## src/hdl/trsp_pkg.sv

```systemverilog
package trsp_pkg;

    // Default fraction bits of the fixed-point coordinates
    localparam int FRAC_BITS_DEF = 16;

    // Depth of the queue between front and back
    localparam int FIFO_DEPTH = 2;
    localparam int FIFO_PTR_W = $clog2(FIFO_DEPTH);

    // Result slots, in emission order
    localparam logic [2:0] SLOT_INV      = 3'd0;
    localparam logic [2:0] SLOT_COEF_LO  = 3'd1;
    localparam logic [2:0] SLOT_COEF_HI  = 3'd2;
    localparam logic [2:0] SLOT_CORNER_A = 3'd3;
    localparam logic [2:0] SLOT_CORNER_B = 3'd4;
    localparam logic [2:0] SLOT_CORNER_C = 3'd5;

    localparam logic [31:0] POS_LIMIT = 32'h7FFF_FFFF;
    localparam logic [31:0] NEG_LIMIT = 32'h8000_0000;

    // Classified triangle: edge magnitudes relative to corner A
    typedef struct packed {
        logic [2:0][15:0] idx;     // vertex indices A, B, C
        logic [2:0]       dot_neg; // sign of AB(i)*AC(i) product
        logic [2:0][31:0] ab_mag;  // |B - A| per axis, saturated
        logic [2:0][31:0] ac_mag;  // |C - A| per axis, saturated
    } trsp_tri_t;

    // Finished triangle handed from the back end to the output stage
    typedef struct packed {
        logic [31:0]      q_v;     // |V|/det, saturated magnitude
        logic [31:0]      q_lu;    // |L-U|/det
        logic [31:0]      q_u;     // |U|/det
        logic [31:0]      q_l;     // L/det
        logic             lu_neg;  // L-U is negative
        logic             u_neg;   // U is negative
        logic [31:0]      det_f;
        logic [31:0]      area_f;
        logic [31:0]      share;
        logic [2:0][31:0] nrm_x;   // corner normals A, B, C
        logic [2:0][31:0] nrm_y;
        logic [2:0][15:0] idx;
        logic             degen;
    } trsp_rec_t;

endpackage

```

## src/hdl/trsp_front.sv

```systemverilog
module trsp_front (
    input  logic                 aclk,
    input  logic                 aresetn,
    input  logic                 s_tvalid,
    output logic                 s_tready,
    input  logic [335:0]         s_tdata,
    output logic                 push,
    output trsp_pkg::trsp_tri_t  push_data,
    input  logic                 full
);

    logic                hold_valid_reg;
    trsp_pkg::trsp_tri_t hold_reg;
    trsp_pkg::trsp_tri_t cls;

    assign s_tready  = !hold_valid_reg || !full;
    assign push      = hold_valid_reg;
    assign push_data = hold_reg;

    // Classify: saturated edge differences, magnitudes and dot signs
    always_comb begin
        logic signed [31:0] a;
        logic signed [31:0] b;
        logic signed [31:0] c;
        logic signed [32:0] db;
        logic signed [32:0] dc;
        logic [31:0]        sb;
        logic [31:0]        sc;
        cls = '0;
        for (int i = 0; i < 3; i++) begin
            a  = s_tdata[32*i +: 32];
            b  = s_tdata[96 + 32*i +: 32];
            c  = s_tdata[192 + 32*i +: 32];
            db = $signed({b[31], b}) - $signed({a[31], a});
            dc = $signed({c[31], c}) - $signed({a[31], a});
            if (db[32] != db[31]) sb = db[32] ? trsp_pkg::NEG_LIMIT : trsp_pkg::POS_LIMIT;
            else                  sb = db[31:0];
            if (dc[32] != dc[31]) sc = dc[32] ? trsp_pkg::NEG_LIMIT : trsp_pkg::POS_LIMIT;
            else                  sc = dc[31:0];
            cls.ab_mag[i]  = sb[31] ? 32'(32'd0 - sb) : sb;
            cls.ac_mag[i]  = sc[31] ? 32'(32'd0 - sc) : sc;
            cls.dot_neg[i] = sb[31] ^ sc[31];
            cls.idx[i]     = s_tdata[288 + 16*i +: 16];
        end
    end

    // Hold one classified beat until the queue takes it
    always_ff @(posedge aclk) begin
        if (!aresetn) begin
            hold_valid_reg <= 1'b0;
        end else if (s_tready) begin
            hold_valid_reg <= s_tvalid;
        end
    end

    always_ff @(posedge aclk) begin
        if (s_tvalid && s_tready) begin
            hold_reg <= cls;
        end
    end

endmodule

```

## config.mk

```make
export PLATFORM = sky130hd
export DESIGN_NAME = trsp_front
export DESIGN_NICKNAME = d
export VERILOG_FILES = /design/src/hdl/trsp_pkg.sv /design/src/hdl/trsp_front.sv
export SDC_FILE = /design/constraint.sdc
export NUM_CORES = 1
export LEC_CHECK = 0
export ABC_AREA = 1
export ABC_CLOCK_PERIOD_IN_PS = 12900
export BUFFER_PORTS_ARGS = -buffer_cell sky130_fd_sc_hd__buf_2
export CAP_MARGIN = 15
export CORE_MARGIN = 1.5
export CORE_UTILIZATION = 44
export DETAILED_ROUTE_END_ITERATION = 8
export GPL_TIMING_DRIVEN = 1
export PLACE_DENSITY = 0.68
export SYNTH_ARGS = -nofsm -noshare
export SYNTH_HDL_FRONTEND = slang
export SYNTH_SLANG_ARGS = --single-unit
```

## constraint.sdc

```tcl
create_clock -name aclk -period 12.9 [get_ports aclk]
set_clock_uncertainty 0.05 [all_clocks]
set_input_delay 0 -clock aclk [delete_from_list [all_inputs] [get_ports aclk]]
set_output_delay 0 -clock aclk [all_outputs]
set_load 0.01 [all_outputs]
```

==> impl_metrics.yaml <==
synthesis:
  synth_fa_ha_area_share_pct: 8.863
  yosys-top-cells-area: "nand2_1 (25%), edfxtp_1 (24%), inv_1 (12%), ha_1 (8.5%), nand3_1 (7.8%)"
  synthTopCellsByCount: "nand2_1 (2029), inv_1 (993), nand3_1 (485)"
  syn_area_per_cell_um2: 5.922
  synth_edf_count: 243
  synth-seq-cells: 244
  ys_types: 47
  yosysTopAreaCellShare_pct: 24.57
  netlist_instances: 5235
  yosys.area_share.simple_pct: 45.03
  synthMuxAreaShare_pct: 0
  synth_compound_area_share_pct: 4.879
  synth_top_family_by_area: "simple AND/OR/NAND/NOR gates"
  synth_flop_cell: "edfxtp_1"
  syn_nets: 5791
  yosysSeqAreaShare_pct: 23.60
  syn_area_mm2: 0.03100
  synthXorXnorAreaFrac_pct: 3.786
  yosys_warnings: 0
  yosysMostFrequentCell: "nand2_1"
  ys_async_sr_fraction_pct: 0
  yosysTopAreaCell: "nand2_1"
clock_network:
  cts.sinks: 244
  htree_levels: 1
  clk_pin_slew_ns: 0.06
  cts_tree: "yes"
  clk_latency_ns: 0.60
  cts-resized-gates: 0
  clockBufferDepth: 3
  cts-root-buf: "clkbuf_16"
  numCtsBuffers: 29
sta:
  rsz0062_at_grt: "no"
  tns_ns: 0
  slew_headroom_pct: 28.75
  max_freq_mhz: 212.0
  maxSlewViolCount: 0
  final_hold_viol_count: 0
  worst_slack_ns: 8.184
  tightest_slew_ns: 1.065
  post-route-period-util_pct: 36.56
  setup_viol: 0
  min_period_ns: 4.716
power_and_ir_drop:
  ir_worst_vdd_uv: 126.9
  p_leak_uw: 0.02104
  power_per_cell_area_mw_per_mm2: 144.8
  p_total_uw: 5247
grt:
  grt_pass1_vias: 31680
  grt-ovfl-total: 0
  grt_start_max_net_pins: 65
  grt_pass1_wl_um: 170000
  gr-usage-all-layers_pct: 30.33
  antenna_found_initial: 13
routing:
  wl_per_cell_um: 16.84
  totalWireLength_um: 114600
  drtPass1Iterations: 6
  drc_errors: 0
  via_per_inst: 5.031
  drtIter0Drc: 2811
  antenna_left: 0
  via_count: 34240
setup_path:
  required_ns: 13.21
  end_kind: "register"
  crit_type: "input port to register"
  path_common_cell: "nand2_1"
  crit_arrival_ns: 5.02
  critPathLaunchType: "input port"
  critPathMaxFanout: 25
  critPathSlowestCell: "clkinv_1"
  critPathMaxStageDelay_ns: 0.69
place:
  dp_hpwl_um: 96130
  gp_congestion: 1.056
  port_buffers: 584
  place_inst: 6695
  dp_slack_ns: 7.528
die:
  core.rowCount: 97
  die_height_um: 268.4
  die_x_um: 268.4
  die-area_mm2: 0.07206
  top_level_ports: 585
  core_mm2: 0.06991
  floorplan.initialDensity_pct: 44.35
cells_and_area:
  n_fill_cell: 7414
  final_nets: 6398
  register_area_mm2: 0.007317
  syn2layout_area_growth_pct: 16.84
  fin_cells: 6806
  multiInputGateArea_mm2: 0.01940
  drive_gt1_share_pct: 14.40
job:
  cap_violations: 0
status:
  status: "finished, final reports clean"
worst_hold_path:
  worstHoldPathType: "input port to register"
==> power by group <==
part / switching [µW] / internal, µW / leakage [µW]
Combinational: 2120 / 1010 / 0.0182
Sequential: 80.4 / 1230 / 0.00236
Clock: 355 / 454 / 0.000442
Total: 2560 / 2690 / 0.0210
==> stage by stage <==
step	hold slack [ns]	cell area, µm²	util, %
finish	0.05478	36220	51.82
global route	0.04649	36220	51.81
CTS	0.01076	36200	51.78
detailed placement	0.1282	34740	49.69
global placement	0.1269	34740	49.69
floorplan	0.03017	31010	-
==> final cells by class <==
cell class | count | share of cell area, %
antenna | 3 | 0.02072
clock buffer | 34 | 2.055
clock inverter | 18 | 0.4559
inverter | 1023 | 10.60
multi-input combinational | 3894 | 53.57
sequential | 244 | 20.20
tap | 940 | 3.247
timing repair buffer | 650 | 9.851
==> kinds of logic after synthesis <==
family / Yosys count
simple gates: 3271
flops: 244
compound gates: 273
xor+xnor: 134
fa+ha+maj: 216
buf+inv: 1097
==> state kept, by name, indices dropped and copies added, names as in the netlist <==
| name | flops |
|---|---|
| push | 1 |
| push_data | 243 |
==> final timing paths <==
check / from / to / slack, ns / cells past startpoint
worst max-delay path: s_tdata[64] / push_data[87] / 8.18 / 26
worst min-delay path: s_tdata[96] / push_data[96] / 0.05 / 6
worst max register to register: push / push_data[144] / 10.24 / 3
worst min register to register: push / push_data[85] / 1.01 / 2
==> per-layer routing <==
layer / vias up / global-route usage [%] / wire length (µm)
met2: 1171 / 51.33 / 52960
li1: 17420 / - / -
met3: 261 / 6.247 / 8902
met1: 15370 / 37.23 / 47180
met5: - / 0 / 126
met4: 20 / 13.19 / 5404
==> worst max-delay path, delay by kind of cell <==
family | cells | cell delay [ns]
simple gates | 18 | 2.27
buf+inv | 5 | 1.55
fa+ha+maj | 3 | 1.19
==> layout by cell type, fill, tap and decap left out, types with 29 or more instances in the layout <==
master	instances
nand3_2	34
ha_1	210
nand4_1	52
xor2_1	99
edfxtp_1	243
nand3_1	485
clkbuf_16	29
a21oi_1	143
or2_2	29
dlygate4sd3_1	55
buf_2	584
nand2_1	2029
inv_1	993
xnor2_1	35
o21ai_0	75
nand3b_1	50
nor2_1	451
nand2_2	55
nor2_2	30
==> repair_timing <==
item | 4_1_cts | 5_1_grt
hold endpoints to repair | 68 | 0
hold buffers | 55 | 0
buffers inserted | 0 | 0
(Power assumes the default switching activity.)
