<file path="src/hdl/trsp_pkg.sv">
package trsp_pkg;

    // Default fraction bits of the fixed-point coordinates
    localparam int FRAC_BITS_DEF = 16;

    // Depth of the queue between front and back
    localparam int FIFO_DEPTH = 2;
    localparam int FIFO_PTR_W = $clog2(FIFO_DEPTH);

    // Result slots, in emission order
    localparam logic [2:0] SLOT_INV      = 3'd0;
    localparam logic [2:0] SLOT_COEF_LO  = 3'd1;
    localparam logic [2:0] SLOT_COEF_HI  = 3'd2;
    localparam logic [2:0] SLOT_CORNER_A = 3'd3;
    localparam logic [2:0] SLOT_CORNER_B = 3'd4;
    localparam logic [2:0] SLOT_CORNER_C = 3'd5;

    localparam logic [31:0] POS_LIMIT = 32'h7FFF_FFFF;
    localparam logic [31:0] NEG_LIMIT = 32'h8000_0000;

    // Classified triangle: edge magnitudes relative to corner A
    typedef struct packed {
        logic [2:0][15:0] idx;     // vertex indices A, B, C
        logic [2:0]       dot_neg; // sign of AB(i)*AC(i) product
        logic [2:0][31:0] ab_mag;  // |B - A| per axis, saturated
        logic [2:0][31:0] ac_mag;  // |C - A| per axis, saturated
    } trsp_tri_t;

    // Finished triangle handed from the back end to the output stage
    typedef struct packed {
        logic [31:0]      q_v;     // |V|/det, saturated magnitude
        logic [31:0]      q_lu;    // |L-U|/det
        logic [31:0]      q_u;     // |U|/det
        logic [31:0]      q_l;     // L/det
        logic             lu_neg;  // L-U is negative
        logic             u_neg;   // U is negative
        logic [31:0]      det_f;
        logic [31:0]      area_f;
        logic [31:0]      share;
        logic [2:0][31:0] nrm_x;   // corner normals A, B, C
        logic [2:0][31:0] nrm_y;
        logic [2:0][15:0] idx;
        logic             degen;
    } trsp_rec_t;

endpackage

</file>
<file path="src/hdl/trsp_fifo.sv">
module trsp_fifo (
    input  logic                aclk,
    input  logic                aresetn,
    input  logic                push,
    input  trsp_pkg::trsp_tri_t push_data,
    output logic                full,
    input  logic                pop,
    output trsp_pkg::trsp_tri_t pop_data,
    output logic                not_empty
);

    localparam int PW = trsp_pkg::FIFO_PTR_W;
    localparam int DEPTH = trsp_pkg::FIFO_DEPTH;

    trsp_pkg::trsp_tri_t     mem_reg [DEPTH];
    logic [PW-1:0]           wr_ptr_reg;
    logic [PW-1:0]           rd_ptr_reg;
    logic [$clog2(DEPTH+1)-1:0] count_reg;

    assign full      = (count_reg == ($clog2(DEPTH+1))'(DEPTH));
    assign not_empty = (count_reg != '0);
    assign pop_data  = mem_reg[rd_ptr_reg];

    // Store on push
    always_ff @(posedge aclk) begin
        if (push && !full) begin
            mem_reg[wr_ptr_reg] <= push_data;
        end
    end

    // Advance pointers and fill count
    always_ff @(posedge aclk) begin
        if (!aresetn) begin
            wr_ptr_reg <= '0;
            rd_ptr_reg <= '0;
            count_reg  <= '0;
        end else begin
            if (push && !full) begin
                wr_ptr_reg <= (wr_ptr_reg == PW'(DEPTH - 1)) ? '0 : wr_ptr_reg + 1'b1;
            end
            if (pop && not_empty) begin
                rd_ptr_reg <= (rd_ptr_reg == PW'(DEPTH - 1)) ? '0 : rd_ptr_reg + 1'b1;
            end
            if ((push && !full) && !(pop && not_empty)) begin
                count_reg <= count_reg + 1'b1;
            end else if (!(push && !full) && (pop && not_empty)) begin
                count_reg <= count_reg - 1'b1;
            end
        end
    end

endmodule

</file>
<file path="config.mk">
export PLATFORM = sky130hd
export DESIGN_NAME = trsp_fifo
export DESIGN_NICKNAME = d
export VERILOG_FILES = /design/src/hdl/trsp_pkg.sv /design/src/hdl/trsp_fifo.sv
export SDC_FILE = /design/constraint.sdc
export NUM_CORES = 1
export LEC_CHECK = 0
export BUFFER_PORTS_ARGS = -buffer_cell sky130_fd_sc_hd__buf_2
export CAP_MARGIN = 20
export CORE_MARGIN = 4
export CORE_UTILIZATION = 52
export DETAILED_ROUTE_END_ITERATION = 10
export PLACE_DENSITY = 0.79
export SYNTH_ARGS = -nofsm -noshare
export SYNTH_HDL_FRONTEND = slang
export SYNTH_SLANG_ARGS = --single-unit
</file>
<file path="constraint.sdc">
create_clock -name aclk -period 15.8 [get_ports aclk]
set_clock_uncertainty 0.05 [all_clocks]
set_input_delay 3.16 -clock aclk [delete_from_list [all_inputs] [get_ports aclk]]
set_output_delay 3.16 -clock aclk [all_outputs]
set_load 0.02 [all_outputs]
</file>
==> flow_metrics.py <==
metrics = {
    "yosys": {
        "synth_nets": 1029,
        "synth-seq-cells": 491,
        "synthCells": 781,
        "yosysTopAreaCell": "edfxtp_1",
        "synth.area.top_cells": "edfxtp_1, mux2_4, mux2_2",
        "synth_area_per_cell_um2": 23.6,
        "synth_cell_types": 22,
        "synth.top_cell.area_share_pct": 79.0,
        "ys_seq_area_share_pct": 79.6,
        "syn_area_um2": 18500,
        "ys_warn_count": 0,
    },
    "critical_path": {
        "arrival_ps": 2990,
        "rrSetupSlack_ps": 12430,
        "reg2reg_to": "mem_reg[1][241]$_DFFE_PP_",
        "critPathRequiredTime_ps": 12590,
        "path_max_fanout": 60,
        "reg2reg_depth": 4,
        "path_class": "reg2out",
        "end_kind": "output port",
        "start_kind": "flip-flop",
        "r2r-start": "count_reg[0]$_SDFFE_PN0P_",
    },
    "timing": {
        "hold_viol": 0,
        "timing.hold.ws_ps": 468,
        "finalCritPeriodShare_pct": 39.3,
        "tns_ps": 0,
        "tightest_slew_ps": 1230,
        "slew_headroom_pct": 18.0,
        "fmax_mhz": 161,
        "period_needed_ps": 6200,
        "setup-violations-final": 0,
        "slew_violations": 0,
        "grt_setup_unrepaired": "no",
        "final.setup.worst_slack_ps": 9600,
    },
    "power_and_ir_drop": {
        "power.share.clock_pct": 27.3,
        "cellPowerDensity_nw_per_um2": 170,
        "p_sw_share_pct": 29.7,
        "power.leakage_uw": 0.00883,
        "p_switching_uw": 1150,
        "sequentialPowerShare_pct": 43.7,
        "p_int_uw": 2730,
        "total_power_uw": 3890,
        "combPwrFrac_pct": 29.0,
        "vdd_drop_max_uv": 121,
    },
    "cts": {
        "cts_setup_buffers": 0,
        "clk_pin_slew_ps": 60,
        "clockRootBuffer": "clkbuf_16",
        "clk_latency_ps": 550,
        "postCtsHoldBufs": 0,
        "numCtsBuffers": 48,
        "cts_tree": "yes",
        "cts_buffer_depth": 3,
        "cts.sinks": 491,
        "cts-resized-gates": 0,
        "h-tree-depth": 2,
    },
    "floorplan": {
        "core_um2": 34800,
        "fp.dieArea_um2": 38600,
        "die_h_um": 196,
        "io_pins": 492,
        "fp-row-count": 68,
        "start_util_pct": 53.1,
        "die_width_um": 196,
    },
    "detailed_routing": {
        "firstDrtPassIters": 6,
        "viasPerCell": 5.09,
        "drc": 0,
        "routedWlPerCell_um": 21.5,
        "wl_um": 38800,
        "drt_iter0_drc": 435,
        "vias": 9190,
        "detail-route-antenna-nets": 0,
    },
    "final_layout": {
        "final_nets": 1552,
        "n_fill_cell": 2327,
        "drive_gt1_share_pct": 60.4,
        "syn_to_final_growth_pct": 23.6,
        "final_cells": 1805,
        "final_common_cell": "buf_2",
        "final_cell_mix": "buf_2, edfxtp_1, mux2_4",
        "largest_reg_flops": 486,
    },
    "run": {
        "max_cap_violations": 0,
    },
    "run_status": {
        "status": "completed",
    },
    "min_path": {
        "min_from": "count_reg[1]$_SDFFE_PN0P_",
        "hold_depth": 2,
        "hold_class": "reg2reg",
        "hold_end": "count_reg[1]$_SDFFE_PN0P_",
    },
    "grt": {
        "groute.usage.overall_pct": 19.1,
        "antenna_found_initial": 13,
        "grt_overflow": 0,
        "grt_first_pass_wirelength_um": 56100,
        "grt_max_degree": 135,
        "grt_pass1_vias": 9668,
    },
    "place": {
        "placed_cells": 1709,
        "gp_congestion": 0.771,
        "port_buffers": 491,
        "hpwl_um": 27000,
        "pre_cts_ws_ps": 9700,
    },
}
==> area by class of cell <==
cell class,count,area [um2],area share (%)
timing repair buffer,500,2540,11.1
clock buffer,57,1260,5.51
clock inverter,29,208,0.910
sequential,491,14700,64.4
tap,455,569,2.50
antenna,10,25.0,0.110
inverter,2,7.51,0.0329
multi-input combinational,261,3510,15.4
==> metal layers <==
metal	vias up	part of all wire [%]	GRT usage (%)
met1	4562	35	21.2
met5	-	0.15	0
li1	4177	-	-
met3	73	8.4	5.97
met2	368	54	34.7
met4	10	2.8	7.01
==> Yosys cell counts <==
cell type and instances:
edfxtp_1 486, nor2_1 1, and2_1 3, o21ai_0 1, a21boi_0 1, inv_1 2
or3_1 1, xnor2_1 2, and3_1 1, nor3_2 1, buf_2 7, o21ai_1 1
xor2_1 1, dfxtp_1 5, nand2b_1 1, mux2_4 170, or2_2 1, a21boi_1 1
o21a_1 1, buf_6 20, mux2_2 73, ha_1 1
==> critical path, cell delays in order (launching register included) <==
cell,delay [ps]
dfxtp_4,870
buf_4,900
mux2_2,410
buf_2,160
==> power by group through the flow <==
| stage | clock [uW] | sequential [uW] | combinational [uW] |
|---|---|---|---|
| after floorplan | 0 | 1750 | 832 |
| after global placement | 0 | 1720 | 1130 |
| after detailed placement | 0 | 1730 | 1140 |
| after CTS | 1090 | 1700 | 1140 |
| after global routing | 1150 | 1720 | 1180 |
| final | 1060 | 1700 | 1130 |
==> per-stage QoR <==
step	area, um2	util [%]
detailed placement	21300	61.3
floorplan	18500	-
global placement	21300	61.3
global route	22800	65.5
finish	22800	65.6
CTS	22800	65.5
==> worst max-delay path by stage <==
stage / startpoint / endpoint / slack (ps) / cells past startpoint
after CTS: flip-flop / pop_data[43] / 9510 / 3
final: flip-flop / pop_data[220] / 9600 / 3
after global placement: push / mem_reg[1][154]$_DFFE_PP_ / 9740 / 4
after detailed placement: push / mem_reg[1][154]$_DFFE_PP_ / 9700 / 4
after floorplan: push / wr_ptr_reg$_SDFFE_PN0N_ / 2390 / 3
after global routing: flip-flop / pop_data[220] / 9430 / 3
==> kinds of logic (layout without fill, tap and decap cells) <==
logic type | after synthesis | in the layout | synth area share (%)
flops | 491 | 491 | 79.6
mux | 243 | 243 | 18.3
buf+inv | 29 | 588 | 1.45
simple gates | 9 | 9 | 0.312
compound gates | 5 | 5 | 0.176
xor+xnor | 3 | 3 | 0.142
fa+ha+maj | 1 | 1 | 0.0677
other cells | 0 | 10 | 0
Power figures use the tool's default switching activity.
