$ cat src/hdl/trsp_pkg.sv
package trsp_pkg;

    // Default fraction bits of the fixed-point coordinates
    localparam int FRAC_BITS_DEF = 16;

    // Depth of the queue between front and back
    localparam int FIFO_DEPTH = 2;
    localparam int FIFO_PTR_W = $clog2(FIFO_DEPTH);

    // Result slots, in emission order
    localparam logic [2:0] SLOT_INV      = 3'd0;
    localparam logic [2:0] SLOT_COEF_LO  = 3'd1;
    localparam logic [2:0] SLOT_COEF_HI  = 3'd2;
    localparam logic [2:0] SLOT_CORNER_A = 3'd3;
    localparam logic [2:0] SLOT_CORNER_B = 3'd4;
    localparam logic [2:0] SLOT_CORNER_C = 3'd5;

    localparam logic [31:0] POS_LIMIT = 32'h7FFF_FFFF;
    localparam logic [31:0] NEG_LIMIT = 32'h8000_0000;

    // Classified triangle: edge magnitudes relative to corner A
    typedef struct packed {
        logic [2:0][15:0] idx;     // vertex indices A, B, C
        logic [2:0]       dot_neg; // sign of AB(i)*AC(i) product
        logic [2:0][31:0] ab_mag;  // |B - A| per axis, saturated
        logic [2:0][31:0] ac_mag;  // |C - A| per axis, saturated
    } trsp_tri_t;

    // Finished triangle handed from the back end to the output stage
    typedef struct packed {
        logic [31:0]      q_v;     // |V|/det, saturated magnitude
        logic [31:0]      q_lu;    // |L-U|/det
        logic [31:0]      q_u;     // |U|/det
        logic [31:0]      q_l;     // L/det
        logic             lu_neg;  // L-U is negative
        logic             u_neg;   // U is negative
        logic [31:0]      det_f;
        logic [31:0]      area_f;
        logic [31:0]      share;
        logic [2:0][31:0] nrm_x;   // corner normals A, B, C
        logic [2:0][31:0] nrm_y;
        logic [2:0][15:0] idx;
        logic             degen;
    } trsp_rec_t;

endpackage

$ cat src/hdl/trsp_out.sv
module trsp_out (
    input  logic                aclk,
    input  logic                aresetn,
    input  logic                rec_valid,
    input  trsp_pkg::trsp_rec_t rec,
    output logic                rec_ready,
    output logic                m_tvalid,
    input  logic                m_tready,
    output logic [143:0]        m_tdata,
    output logic [3:0]          m_tuser,
    output logic                m_tlast
);

    trsp_pkg::trsp_rec_t rec_reg;
    logic                have_reg;
    logic [2:0]          beat_reg;
    logic                last_beat;

    // Signed quotient from a saturated magnitude
    function automatic logic [31:0] sgnq(input logic neg, input logic [31:0] f);
        if (neg) return 32'(32'd0 - f);
        else     return (f == trsp_pkg::NEG_LIMIT) ? trsp_pkg::POS_LIMIT : f;
    endfunction

    assign last_beat = (beat_reg == trsp_pkg::SLOT_CORNER_C);
    assign rec_ready = !have_reg || (m_tready && last_beat);
    assign m_tvalid  = have_reg;
    assign m_tlast   = last_beat;
    assign m_tuser   = {rec_reg.degen, beat_reg};

    // Select the fields of the current beat
    always_comb begin
        m_tdata = '0;
        unique case (beat_reg)
            trsp_pkg::SLOT_INV: begin
                m_tdata[47:16]   = sgnq(1'b0, rec_reg.q_v);
                m_tdata[79:48]   = sgnq(rec_reg.lu_neg, rec_reg.q_lu);
                m_tdata[111:80]  = sgnq(1'b1, rec_reg.q_v);
                m_tdata[143:112] = sgnq(rec_reg.u_neg, rec_reg.q_u);
            end
            trsp_pkg::SLOT_COEF_LO: begin
                m_tdata[47:16]   = sgnq(1'b1, rec_reg.q_v);
                m_tdata[79:48]   = sgnq(!rec_reg.lu_neg, rec_reg.q_lu);
                m_tdata[111:80]  = sgnq(1'b0, rec_reg.q_v);
                m_tdata[143:112] = sgnq(!rec_reg.u_neg, rec_reg.q_u);
            end
            trsp_pkg::SLOT_COEF_HI: begin
                m_tdata[79:48]   = sgnq(1'b0, rec_reg.q_l);
                m_tdata[111:80]  = rec_reg.det_f;
                m_tdata[143:112] = rec_reg.area_f;
            end
            trsp_pkg::SLOT_CORNER_A: begin
                m_tdata[15:0]    = rec_reg.idx[0];
                m_tdata[47:16]   = rec_reg.share;
                m_tdata[79:48]   = rec_reg.nrm_x[0];
                m_tdata[111:80]  = rec_reg.nrm_y[0];
            end
            trsp_pkg::SLOT_CORNER_B: begin
                m_tdata[15:0]    = rec_reg.idx[1];
                m_tdata[47:16]   = rec_reg.share;
                m_tdata[79:48]   = rec_reg.nrm_x[1];
                m_tdata[111:80]  = rec_reg.nrm_y[1];
            end
            trsp_pkg::SLOT_CORNER_C: begin
                m_tdata[15:0]    = rec_reg.idx[2];
                m_tdata[47:16]   = rec_reg.share;
                m_tdata[79:48]   = rec_reg.nrm_x[2];
                m_tdata[111:80]  = rec_reg.nrm_y[2];
            end
            default: ;
        endcase
    end

    // Load a finished triangle, advance one beat per handshake
    always_ff @(posedge aclk) begin
        if (!aresetn) begin
            have_reg <= 1'b0;
            beat_reg <= trsp_pkg::SLOT_INV;
        end else if (rec_valid && rec_ready) begin
            have_reg <= 1'b1;
            beat_reg <= trsp_pkg::SLOT_INV;
        end else if (have_reg && m_tready) begin
            if (last_beat) have_reg <= 1'b0;
            else           beat_reg <= beat_reg + 1'b1;
        end
    end

    always_ff @(posedge aclk) begin
        if (rec_valid && rec_ready) begin
            rec_reg <= rec;
        end
    end

endmodule

$ cat config.mk
export PLATFORM = sky130hd
export DESIGN_NAME = trsp_out
export DESIGN_NICKNAME = d
export VERILOG_FILES = /design/src/hdl/trsp_pkg.sv /design/src/hdl/trsp_out.sv
export SDC_FILE = /design/constraint.sdc
export NUM_CORES = 1
export LEC_CHECK = 0
export BUFFER_PORTS_ARGS = -buffer_cell sky130_fd_sc_hd__buf_4
export CORE_AREA = 2 2 240 242
export DETAILED_ROUTE_END_ITERATION = 8
export DIE_AREA = 0 0 242 244
export GPL_ROUTABILITY_DRIVEN = 0
export PLACE_DENSITY = 0.68
export SYNTH_ARGS = -nofsm -noshare
export SYNTH_HDL_FRONTEND = slang
export SYNTH_SLANG_ARGS = --single-unit
$ cat constraint.sdc
create_clock -name aclk -period 28 [get_ports aclk]
set_clock_uncertainty 0.05 [all_clocks]
set_input_delay 1.4 -clock aclk [delete_from_list [all_inputs] [get_ports aclk]]
set_output_delay 1.4 -clock aclk [all_outputs]
set_load 0.02 [all_outputs]
==> results.sh <==
export IMPL_grt_pass1_vias=16800
export IMPL_synth_cell_area_sq_mm=0.0205
export IMPL_ys_seq_area_share_pct=68.9
export IMPL_synth_simple_area_share_pct=12.1
export IMPL_final_setup_tns_ns=0
export IMPL_synthArstFlopShare_pct=0
export IMPL_regArea_sq_mm=0.0141
export IMPL_postSynthAreaPerCell_sq_um=13.2
export IMPL_worstPathRequired_ns=28.18
export IMPL_drive_above_1_share_pct=34.3
export IMPL_cts_buffers_inserted=52
export IMPL_worstSetupPathType="flip-flop to flip-flop"
export IMPL_finalMaxSlewViolations=0
export IMPL_synth_top_family_by_area="compound AO/OA/AOI/OAI gates"
export IMPL_worst_path_buf_inv=5
export IMPL_wl_per_cell_microns=25.9
export IMPL_post_cts_buffers=0
export IMPL_status="complete, no violations"
export IMPL_drt_first_pass_iters=8
export IMPL_fin_util_pct=49.2
export IMPL_postSynthCellCount=1545
export IMPL_yosysTopAreaCell="edfxtp_1"
export IMPL_ys_seq_elements=471
export IMPL_rsz0062_at_grt="false"
export IMPL_syn_num_nets=2024
export IMPL_synth_xor_area_share_pct=1.33
export IMPL_antenna_found_initial=10
export IMPL_core_area_sq_mm=0.0562
export IMPL_nets=2618
export IMPL_max_cap_violations=0
export IMPL_routed_via_density=5.78
export IMPL_worst_path_max_fanout=79
export IMPL_ys_flop_type="edfxtp_1"
export IMPL_dp_cells=2841
export IMPL_dieArea_sq_mm=0.0590
export IMPL_areaGrowthSynthToFinish_pct=35.1
export IMPL_worst_path_most_repeated_cell="buf_4"
export IMPL_crit_family="buffers and inverters"
export IMPL_synth_compound_area_share_pct=14.3
export IMPL_die_w_microns=242
export IMPL_grt_total_usage_pct=24.8
export IMPL_crit_path_end_kind="flip-flop"
export IMPL_drt_iter0_markers=2050
export IMPL_vias=17000
export IMPL_worstMarginPinSlew_ns=1.25
export IMPL_num_rows=87
export IMPL_holdBufCountCts=0
export IMPL_mostFrequentLayoutCell="buf_4"
export IMPL_path_cells="inv_1 > ha_1 > and2_4 > nand2_1 > a21oi_4 > buf_4 > buf_4 > buf_4 > buf_4"
export IMPL_post_dp_hpwl_microns=55700
export IMPL_fmaxAchievable_ghz=0.167
export IMPL_grt_start_max_net_pins=80
export IMPL_ctsResizeCount=0
export IMPL_synth_area_leaders="edfxtp_1 (69%), o21ai_0 (2.8%), a222oi_1 (2.7%), a22oi_1 (2.5%), nand2_1 (2.0%)"
export IMPL_yosys_warnings=0
export IMPL_htreeDepth=2
export IMPL_clk_latency_ns=0.60
export IMPL_p_total_mw=1.76
export IMPL_fin_crit_sh_pct=21.3
export IMPL_most_common_layout_cells="buf_4 (645), edfxtp_1 (467), o21ai_0 (114)"
export IMPL_power_per_cell_area_mw_per_mm2=63.7
export IMPL_slowest_delay_ns=0.90
export IMPL_setup_viol=0
export IMPL_largest_reg_flops=466
export IMPL_multi_input_area_sq_mm=0.00592
export IMPL_netlist_cell_type_count=67
export IMPL_peakVddDrop_uv=52.0
export IMPL_wl_microns=76300
export IMPL_finalNonFillerCells=2945
export IMPL_synth_top_area_share_pct=68.5
export IMPL_grt_pass1_wl_microns=110000
export IMPL_power_leakage_nw=10.4
export IMPL_io_buffers=621
export IMPL_fillers=4995
export IMPL_finalHoldViolCount=0
export IMPL_clock_sinks=471
export IMPL_slowest_stage="buf_4"
export IMPL_synth_edff_count=467
export IMPL_start_util_pct=36.4
export IMPL_root_buffer="clkbuf_16"
export IMPL_worst_ep_arrival_time_ns=6.15
export IMPL_die_h_microns=244
export IMPL_synthAdderAreaFrac_pct=0.489
export IMPL_period_needed_ns=5.98
export IMPL_drc=0
export IMPL_grt_overflow=0
export IMPL_synth_mux_area_share_pct=0.245
export IMPL_antenna_left=0
export IMPL_io_pins=622
export IMPL_timing_hold_ws_ns=0.543
export IMPL_hold_class="flip-flop to flip-flop"
export IMPL_startpoint_type="flip-flop"
export IMPL_cts_max_path_buffers=3
export IMPL_cts_tree="built"
export IMPL_path_clk_slew_ns=0.06
export IMPL_relSlewSlack_pct=16.3
## power by group
part           switching [mW]  internal (mW)
sequential             0.0241          0.824
clock                   0.292          0.391
combinational           0.129          0.101
## synth_stat cells, types with 21 or more instances
master,count
inv_1,31
nand3_1,45
nand4_1,39
nor2_1,78
nor4_1,30
a222oi_1,55
a221oi_1,21
or3_1,28
nand2_1,108
edfxtp_1,467
nor3_1,64
o21ai_0,116
a22oi_1,68
a21oi_1,50
clkbuf_1,98
## logic make-up after synthesis
kind of cell / after synthesis
AOI/OAI and AO/OA: 418
adders and majority gates: 8
DFF: 471
xor gates and xnor gates: 31
muxes: 5
and+or+nand+nor: 475
buffers and inverters: 137
## metrics by stage
step           cell area, sq um  worst slack [ns]
3_3_place_gp              25900             22.19
6_report                  27700             22.02
2_1_floorplan             20500              2.44
5_1_grt                   27700             21.66
4_1_cts                   27600             22.04
3_5_place_dp              25900             22.05
## worst paths after layout
path | from | end | slack [ns] | cells after the start
max reg2reg | beat_reg[1] | rec_reg[155] | 22.02 | 9
min reg2reg | m_tvalid | m_tvalid | 0.54 | 2
max | beat_reg[1] | rec_reg[155] | 22.02 | 9
min | m_tvalid | m_tvalid | 0.54 | 2
## worst min-delay path: stages (launching register included)
cell and delay [ns]:
dfxtp_1 0.36, nand2_1 0.11, a21boi_0 0.08
## area by class of cell
cell class | instances | area share, %
multi-input combinational | 937 | 21.4
clock buffer | 61 | 4.83
clock inverter | 35 | 1.34
inverter | 32 | 0.434
timing repair buffer | 645 | 17.5
sequential | 471 | 51.0
tap | 756 | 3.42
antenna | 8 | 0.0724
## routing by layer
layer	up-vias	track usage, %	routed length, microns
met5	-	0	25
met4	4	9.53	2890
met3	180	5.55	7350
met2	1057	40.8	36500
met1	8315	32.1	29500
li1	7456	-	-
No activity file was read; power rests on OpenSTA's default activity.
